## config.mk

```make
export PLATFORM = sky130hd
export DESIGN_NAME = selective_repeat_receive_window
export DESIGN_NICKNAME = d
export VERILOG_FILES = /design/src/sv/srrw_pkg.sv /design/src/sv/selective_repeat_receive_window.sv /design/src/sv/srrw_front.sv /design/src/sv/srrw_queue.sv /design/src/sv/srrw_back.sv
export SDC_FILE = /design/constraint.sdc
export NUM_CORES = 1
export LEC_CHECK = 0
export ABC_AREA = 0
export BUFFER_PORTS_ARGS = -buffer_cell sky130_fd_sc_hd__buf_2
export CORE_MARGIN = 1.5
export CORE_UTILIZATION = 45
export CTS_BUF_LIST = sky130_fd_sc_hd__clkbuf_2 sky130_fd_sc_hd__clkbuf_4 sky130_fd_sc_hd__clkbuf_8
export CTS_CLUSTER_DIAMETER = 200
export CTS_CLUSTER_SIZE = 8
export DETAILED_ROUTE_END_ITERATION = 7
export MAX_ROUTING_LAYER = met4
export SETUP_SLACK_MARGIN = 0.05
export SLEW_MARGIN = 0
export SYNTH_ARGS = -nofsm -noshare
export SYNTH_HDL_FRONTEND = slang
export SYNTH_SLANG_ARGS = --single-unit
```

## constraint.sdc

```tcl
create_clock -name clk -period 6.41 [get_ports clk]
set_input_delay 0.3205 -clock clk [delete_from_list [all_inputs] [get_ports clk]]
set_output_delay 0.3205 -clock clk [all_outputs]
set_load 0.01 [all_outputs]
```

## src/sv/srrw_pkg.sv

```systemverilog
// Types and constants shared by the selective repeat receive window modules.
package srrw_pkg;

	localparam logic [31:0] TYPE_START = 32'd0;
	localparam logic [31:0] TYPE_END   = 32'd1;
	localparam logic [31:0] TYPE_DATA  = 32'd2;

	localparam logic [1:0] KIND_ACK     = 2'd0;
	localparam logic [1:0] KIND_STORE   = 2'd1;
	localparam logic [1:0] KIND_DELIVER = 2'd2;
	localparam logic [1:0] KIND_ERROR   = 2'd3;

	typedef struct packed {
		logic [31:0] pkt_type;
		logic [31:0] seq_value;
		logic [10:0] payload_len;
		logic [31:0] hdr_checksum;
		logic [31:0] payload_crc;
		logic        truncated;
	} pkt_t;

	typedef struct packed {
		logic [1:0]  out_kind;
		logic [31:0] out_seq;
		logic [3:0]  slot_index;
		logic [15:0] conn_number;
		logic        last;
	} res_t;

	// Classified packet handed from front to back.
	typedef struct packed {
		logic        start_ok;
		logic        drop;
		logic        is_end;
		logic [31:0] seq;
	} cmd_t;

	typedef enum logic [0:0] {
		BK_IDLE,
		BK_DRAIN
	} back_state_t;

endpackage

```

## src/sv/selective_repeat_receive_window.sv

```systemverilog
// Path: a packet word is registered by the front, queued, then handled by the back,
// which registers each result word before it reaches the outputs.
// Results: a dropped packet gives none, other single-result packets one word, and an
// in-window data packet a store, each delivery, then an ack (up to WINDOW + 2 words).
// The back takes no new packet until that ack; a two-entry queue keeps the front accepting.
// Reset (arst_n low) clears connection state, window map, counters and all valids.
module selective_repeat_receive_window import srrw_pkg::*; #(
	parameter int WINDOW = 16
) (
	input  logic clk,
	input  logic arst_n,
	input  logic pkt_valid,
	output logic pkt_stall,
	input  pkt_t pkt,
	output logic res_valid,
	input  logic res_stall,
	output res_t res
);

	// front to queue
	logic front_valid;
	cmd_t front_cmd;
	logic queue_full;

	// queue to back
	logic head_valid;
	cmd_t head_cmd;
	logic head_pop;

	// Classify each word: start check, drop reasons, end marker.
	srrw_front u_front (
		.clk       (clk),
		.arst_n    (arst_n),
		.pkt_valid (pkt_valid),
		.pkt_stall (pkt_stall),
		.pkt       (pkt),
		.cmd_valid (front_valid),
		.cmd_full  (queue_full),
		.cmd       (front_cmd)
	);

	// Hold classified commands while the back is busy draining the window or its output stalls.
	srrw_queue u_queue (
		.clk        (clk),
		.arst_n     (arst_n),
		.push       (front_valid),
		.push_cmd   (front_cmd),
		.full       (queue_full),
		.pop        (head_pop),
		.head_valid (head_valid),
		.head_cmd   (head_cmd)
	);

	// Apply commands to the window and emit result words one per cycle while the output is not stalled.
	srrw_back #(
		.WINDOW (WINDOW)
	) u_back (
		.clk       (clk),
		.arst_n    (arst_n),
		.cmd_valid (head_valid),
		.cmd       (head_cmd),
		.cmd_pop   (head_pop),
		.res_valid (res_valid),
		.res_stall (res_stall),
		.res       (res)
	);

endmodule

```

## src/sv/srrw_front.sv

```systemverilog
// Front stage: reduces each packet word to a classified command and registers it.
module srrw_front import srrw_pkg::*; (
	input  logic clk,
	input  logic arst_n,
	input  logic pkt_valid,
	output logic pkt_stall,
	input  pkt_t pkt,
	output logic cmd_valid,
	input  logic cmd_full,
	output cmd_t cmd
);

	logic valid_s1;
	cmd_t cmd_s1;
	cmd_t cmd_d;
	logic long_pkt;

	assign pkt_stall = valid_s1 && cmd_full;
	assign cmd_valid = valid_s1;
	assign cmd = cmd_s1;

	always_comb begin
		long_pkt = (pkt.payload_len != 11'd0);
		cmd_d.start_ok = (pkt.pkt_type == TYPE_START) && !long_pkt;
		cmd_d.is_end = (pkt.pkt_type == TYPE_END);
		// drop while connected: truncated, stray type, or corrupt data
		cmd_d.drop = (pkt.truncated && long_pkt)
			|| ((pkt.pkt_type != TYPE_END) && (pkt.pkt_type != TYPE_DATA))
			|| ((pkt.pkt_type == TYPE_DATA) && long_pkt
				&& (pkt.payload_crc != pkt.hdr_checksum));
		cmd_d.seq = pkt.seq_value;
	end

	always_ff @(posedge clk or negedge arst_n) begin
		if (!arst_n) begin
			valid_s1 <= 1'b0;
		end else if (!pkt_stall) begin
			valid_s1 <= pkt_valid;
		end
	end

	always_ff @(posedge clk) begin
		if (!pkt_stall && pkt_valid) begin
			cmd_s1 <= cmd_d;
		end
	end

endmodule

```

## src/sv/srrw_queue.sv

```systemverilog
// Two-entry command queue between front and back.
module srrw_queue import srrw_pkg::*; (
	input  logic clk,
	input  logic arst_n,
	input  logic push,
	input  cmd_t push_cmd,
	output logic full,
	input  logic pop,
	output logic head_valid,
	output cmd_t head_cmd
);

	cmd_t       mem_q [2];
	logic       wr_ptr_q;
	logic       rd_ptr_q;
	logic [1:0] count_q;
	logic       do_push;
	logic       do_pop;

	assign full = (count_q == 2'd2);
	assign head_valid = (count_q != 2'd0);
	assign head_cmd = mem_q[rd_ptr_q];
	assign do_push = push && !full;
	assign do_pop = pop && head_valid;

	always_ff @(posedge clk or negedge arst_n) begin
		if (!arst_n) begin
			wr_ptr_q <= 1'b0;
			rd_ptr_q <= 1'b0;
			count_q <= 2'd0;
		end else begin
			if (do_push) begin
				wr_ptr_q <= !wr_ptr_q;
			end
			if (do_pop) begin
				rd_ptr_q <= !rd_ptr_q;
			end
			if (do_push && !do_pop) begin
				count_q <= count_q + 2'd1;
			end else if (do_pop && !do_push) begin
				count_q <= count_q - 2'd1;
			end
		end
	end

	always_ff @(posedge clk) begin
		if (do_push) begin
			mem_q[wr_ptr_q] <= push_cmd;
		end
	end

endmodule

```

## src/sv/srrw_back.sv

```systemverilog
// Back end: connection state, receive window and result sequencing.
module srrw_back import srrw_pkg::*; #(
	parameter int WINDOW = 16
) (
	input  logic clk,
	input  logic arst_n,
	input  logic cmd_valid,
	input  cmd_t cmd,
	output logic cmd_pop,
	output logic res_valid,
	input  logic res_stall,
	output res_t res
);

	localparam int SW = (WINDOW > 1) ? $clog2(WINDOW) : 1;
	localparam logic [SW:0]   WIN_SUM   = (SW + 1)'(WINDOW);
	localparam logic [31:0]   WIN32     = 32'(WINDOW);
	localparam logic [SW-1:0] HEAD_LAST = SW'(WINDOW - 1);

	back_state_t       state_q, state_d;
	logic              connected_q, connected_d;
	logic [31:0]       start_seq_q, start_seq_d;
	logic [31:0]       base_seq_q, base_seq_d;
	logic [WINDOW-1:0] present_q, present_d;
	logic [SW-1:0]     head_q, head_d;
	logic [15:0]       conn_q, conn_d;

	logic       res_valid_q;
	res_t       res_q;
	logic       can_emit;
	logic       emit;
	logic [1:0] e_kind;
	logic [31:0] e_seq;
	logic [3:0] e_slot;
	logic       e_last;

	logic [31:0] off;
	logic        old;
	logic        in_win;
	logic [SW:0] sum;
	logic [SW-1:0] slot;
	logic [31:0] slot_ext;
	logic [31:0] head_ext;

	assign res_valid = res_valid_q;
	assign res = res_q;
	assign can_emit = !res_valid_q || !res_stall;

	always_comb begin
		off = cmd.seq - base_seq_q;
		old = cmd.seq < base_seq_q;
		in_win = !old && (off < WIN32);
		sum = {1'b0, head_q} + {1'b0, off[SW-1:0]};
		slot = (sum >= WIN_SUM) ? SW'(sum - WIN_SUM) : sum[SW-1:0];
		slot_ext = 32'(slot);
		head_ext = 32'(head_q);
	end

	always_comb begin
		state_d = state_q;
		connected_d = connected_q;
		start_seq_d = start_seq_q;
		base_seq_d = base_seq_q;
		present_d = present_q;
		head_d = head_q;
		conn_d = conn_q;
		cmd_pop = 1'b0;
		emit = 1'b0;
		e_kind = KIND_ACK;
		e_seq = 32'd0;
		e_slot = 4'd0;
		e_last = 1'b0;
		unique case (state_q)
			BK_IDLE: begin
				if (cmd_valid) begin
					if (!connected_q) begin
						if (can_emit) begin
							emit = 1'b1;
							cmd_pop = 1'b1;
							e_last = 1'b1;
							if (cmd.start_ok) begin
								e_kind = KIND_ACK;
								e_seq = cmd.seq;
								start_seq_d = cmd.seq;
								connected_d = 1'b1;
							end else begin
								e_kind = KIND_ERROR;
							end
						end
					end else if (cmd.drop) begin
						cmd_pop = 1'b1;
					end else if (cmd.is_end) begin
						if (cmd.seq == start_seq_q) begin
							if (can_emit) begin
								emit = 1'b1;
								cmd_pop = 1'b1;
								e_kind = KIND_ACK;
								e_seq = start_seq_q;
								e_last = 1'b1;
								conn_d = conn_q + 16'd1;
								connected_d = 1'b0;
								present_d = '0;
								head_d = '0;
								base_seq_d = 32'd0;
							end
						end else begin
							cmd_pop = 1'b1;
						end
					end else if (old) begin
						if (can_emit) begin
							emit = 1'b1;
							cmd_pop = 1'b1;
							e_kind = KIND_ACK;
							e_seq = base_seq_q;
							e_last = 1'b1;
						end
					end else if (in_win) begin
						if (can_emit) begin
							emit = 1'b1;
							cmd_pop = 1'b1;
							e_kind = KIND_STORE;
							e_seq = cmd.seq;
							e_slot = slot_ext[3:0];
							present_d[slot] = 1'b1;
							state_d = BK_DRAIN;
						end
					end else begin
						cmd_pop = 1'b1;
					end
				end
			end
			BK_DRAIN: begin
				if (can_emit) begin
					emit = 1'b1;
					if (present_q[head_q]) begin
						e_kind = KIND_DELIVER;
						e_seq = base_seq_q;
						e_slot = head_ext[3:0];
						present_d[head_q] = 1'b0;
						head_d = (head_q == HEAD_LAST) ? '0 : head_q + SW'(1);
						base_seq_d = base_seq_q + 32'd1;
					end else begin
						e_kind = KIND_ACK;
						e_seq = base_seq_q;
						e_last = 1'b1;
						state_d = BK_IDLE;
					end
				end
			end
		endcase
	end

	always_ff @(posedge clk or negedge arst_n) begin
		if (!arst_n) begin
			state_q <= BK_IDLE;
			connected_q <= 1'b0;
			start_seq_q <= 32'd0;
			base_seq_q <= 32'd0;
			present_q <= '0;
			head_q <= '0;
			conn_q <= 16'd0;
			res_valid_q <= 1'b0;
		end else begin
			state_q <= state_d;
			connected_q <= connected_d;
			start_seq_q <= start_seq_d;
			base_seq_q <= base_seq_d;
			present_q <= present_d;
			head_q <= head_d;
			conn_q <= conn_d;
			if (emit) begin
				res_valid_q <= 1'b1;
			end else if (!res_stall) begin
				res_valid_q <= 1'b0;
			end
		end
	end

	always_ff @(posedge clk) begin
		if (emit) begin
			res_q.out_kind <= e_kind;
			res_q.out_seq <= e_seq;
			res_q.slot_index <= e_slot;
			res_q.conn_number <= conn_q;
			res_q.last <= e_last;
		end
	end

endmodule

```

==> flow_metrics.tcl <==
set metrics [dict create \
    status "finished, final reports clean" \
    crit_family "compound AO/OA/AOI/OAI gates" \
    grt_usage_pct 28.7 \
    critical_path_arrival_ns 5.56 \
    hold_start "pkt_valid" \
    finalMaxSlewViolations 0 \
    swShare_pct 38.6 \
    finalHoldViolCount 0 \
    antenna_found_initial 2 \
    fin_ws_ns 1.31 \
    wire_per_inst_um 22.5 \
    finalSetupViolations 0 \
    path_buf_inv 1 \
    mappedNetlistArea_mm2 0.0150 \
    grt_pass1_wl_um 71300 \
    pwr_density_cell_mw_per_mm2 346 \
    place_congestion 0.981 \
    ctsHtreeMaxLevel 2 \
    clkPwrFrac_pct 23.8 \
    skew_ns 0.0310 \
    synth_flop_cell "edfxtp_1" \
    chipHeight_um 186 \
    drive_above_1_share_pct 22.8 \
    start_util_pct 45.9 \
    insertion_delay_ns 0.58 \
    avgViaCountPerCell 5.86 \
    yosysSeqAreaShare_pct 50.0 \
    core_area_mm2 0.0327 \
    drc 0 \
    fin_crit_ns 5.10 \
    fmax_mhz 196 \
    vias 12400 \
    worst_pin_slew_ns 0.976 \
    cp_max_fo 41 \
    whs_path_depth 2 \
    first_pass_iters 6 \
    max_cap_violations 0 \
    power.leakage_nw 7.09 \
    fp-row-count 66 \
    worstReg2RegStart "u_queue.rd_ptr_q" \
    grt_overflow 0 \
    ys_ff_latch 268 \
    slowest_delay_ns 0.59 \
    synth_warnings 0 \
    required_ns 6.87 \
    ff2ff_path_depth 17 \
    cp_cell_sequence "buf_12 -> mux2_2 -> ha_1 -> nand2_1 -> nor3_1 -> a21oi_1 -> o311ai_2 -> a21oi_2 -> o21ai_1 -> nand4b_1 -> nor4_2 -> a21oi_1 -> o21ai_0 -> ha_1 -> xor2_1 -> nor2_1 -> xor2_1" \
    place_ws_ns 1.38 \
    io_pins 201 \
    crit_path_end_kind "flip-flop" \
    ir_drop_mv 0.170 \
    clock-sinks 268 \
    switchingPower_mw 2.35 \
    finalSetupTns_ns 0 \
    die_w_um 186 \
    drt_wl_total_um 47800 \
    avgSynthCellArea_um2 10.5 \
    cp_slowest_cell "o311ai_2" \
    cts_tree "built" \
    async_reset_ff_share_pct 40.3 \
    hpwl_um 35100 \
    first_iter_violations 1001 \
    reg2reg_slack_ns 1.31 \
    cts-root-buf "clkbuf_8" \
    r2r-end "u_queue.count_q[1]" \
    p_seq_share_pct 36.9 \
    die-area_mm2 0.0344 \
    synthCells 1424 \
    synth-edff-count 160 \
    grt_max_degree 68 \
    p_int_mw 3.74 \
    numCtsBuffers 39 \
    portBuffers 200 \
    path_clk_slew_ns 0.08 \
    cp-start-kind "flip-flop" \
    rsz0062_at_grt "no" \
    holdPathEnd "u_front.cmd_valid" \
    worstSetupPathType "flip-flop to flip-flop" \
    fin_nets 1837 \
    slew_headroom_pct 35.0 \
    pwr-share-comb_pct 39.3 \
    ant_nets 0 \
    synth_fp_nets 1614 \
    synth.distinct_cells 82 \
    period_share_pct 79.5 \
    clock_path_buffers 3 \
    syn2layout_area_growth_pct 17.5 \
    fin_util_pct 53.9 \
    grt_pass1_vias 12100 \
    crit_path_start "u_queue.rd_ptr_q" \
    min_path_type "input port to flip-flop" \
]
[cells in the final DEF, fill, tap and decap left out, types with 39 or more instances in the layout]
| master | n |
|---|---|
| buf_2 | 199 |
| a21oi_1 | 164 |
| edfxtp_1 | 160 |
| nor2_1 | 111 |
| dfrtp_1 | 107 |
| xnor2_1 | 89 |
| nand2_1 | 87 |
| o21ai_0 | 69 |
| nand4_1 | 59 |
| inv_1 | 55 |
| mux2_2 | 52 |
| ha_1 | 44 |
| a221oi_1 | 42 |
| xor2_1 | 41 |
| clkbuf_8 | 39 |
[layer usage]
layer / part of all wire [%] / up-vias / track usage (%)
met5: 0 / - / -
met4: 5.3 / 0 / 14.1
met3: 6.0 / 120 / 4.28
met2: 47 / 585 / 45.9
met1: 42 / 5972 / 35.8
li1: - / 5755 / -
[worst max-delay path by stage]
| stage | end | cells past startpoint | slack [ns] |
|---|---|---|---|
| after global placement | u_back.res[8] | 15 | 1.39 |
| after floorplan | u_back.res[0] | 16 | 0.94 |
| after global routing | u_queue.count_q[1] | 17 | 0.97 |
| after CTS | u_back.res[6] | 15 | 1.36 |
| final | u_queue.count_q[1] | 17 | 1.31 |
| after detailed placement | u_queue.count_q[1] | 17 | 1.38 |
[metrics by stage]
step	hold slack (ns)	power, mW	std cells	area [um^2]
after floorplan	0.0249	3.80	1424	15000
after global placement	0.351	4.64	2015	16500
after detailed placement	0.359	4.64	2015	16500
after CTS	0.0167	6.12	2120	17600
after global routing	0.0489	6.41	2122	17600
final	0.0430	6.09	2122	17600
[cells by family after synthesis]
kind of cell / share of synthesized area [%]
AOI/OAI and AO/OA: 14.8
and+or+nand+nor: 14.5
muxes: 5.68
adders and majority gates: 3.94
buffers and inverters: 3.46
DFF: 50.0
xor gates and xnor gates: 7.59
[flip-flops by register name, indices dropped and copies added, names as in the netlist]
register	cells
u_back.head_q	4
u_queue.rd_ptr_q	1
u_back.connected_q	1
u_queue.mem_q	70
u_queue.wr_ptr_q	1
u_front.cmd_valid	1
u_back.present_q	16
u_front.cmd	35
u_back.base_seq_q	32
u_queue.count_q	2
u_back.res_valid	1
u_back.res	55
u_back.start_seq_q	32
u_back.conn_q	16
u_back.state_q	1
[power by group through the flow]
stage	sequential, mW	clock (mW)	combinational, mW
2_1_floorplan	2.25	0	1.55
3_3_place_gp	2.28	0	2.36
3_5_place_dp	2.28	0	2.35
4_1_cts	2.25	1.49	2.38
5_1_grt	2.26	1.55	2.59
6_report	2.25	1.45	2.39
[repair_timing]
| item | CTS | global route |
|---|---|---|
| endpoints found under the hold margin | 73 | 0 |
| buffers inserted | 0 | 0 |
| hold buffers | 33 | 0 |
| gates resized for setup | 0 | 0 |
| endpoints found under the setup margin | 0 | 0 |
[final cells by class]
| cell class | count | area (um^2) |
|---|---|---|
| tap | 442 | 553 |
| inverter | 56 | 210 |
| fill | 2958 | 15100 |
| multi-input combinational | 1027 | 7010 |
| timing repair buffer | 255 | 1520 |
| clock buffer | 68 | 754 |
| clock inverter | 4 | 62.6 |
| antenna | 2 | 5.00 |
| sequential | 268 | 7510 |
[cells in the mapped netlist (6+ instances only)]
master     instances  share of area [%]
and2_1            11               0.46
nor2_1           112                2.8
inv_1             55                1.4
xnor2_1           89                5.2
nand2b_1           9               0.38
xor2_1            41                2.4
o21ai_0           71                2.4
a211oi_1           6               0.30
buf_1              6               0.15
nand3_1           31                1.0
or4_1              6               0.30
or3_1             10               0.42
o211ai_1          10               0.50
nand2_1           88                2.2
a2111oi_0          6               0.35
a221oi_1          42                2.5
o21ai_1            9               0.30
nor3_1            14               0.47
ha_1              44                3.7
nand4_1           59                2.5
mux2i_1           11               0.73
o21a_1             8               0.40
clkbuf_1          53                1.3
mux2_2            52                3.9
a21oi_1          164                5.5
a21o_1             7               0.35
buf_2             10               0.33
nor2b_1            6               0.25
nor4_1            28                1.2
and3_1            16               0.67
edfxtp_1         160                 32
dfrtp_1          108                 18
No activity file was read; power rests on OpenSTA's default activity.
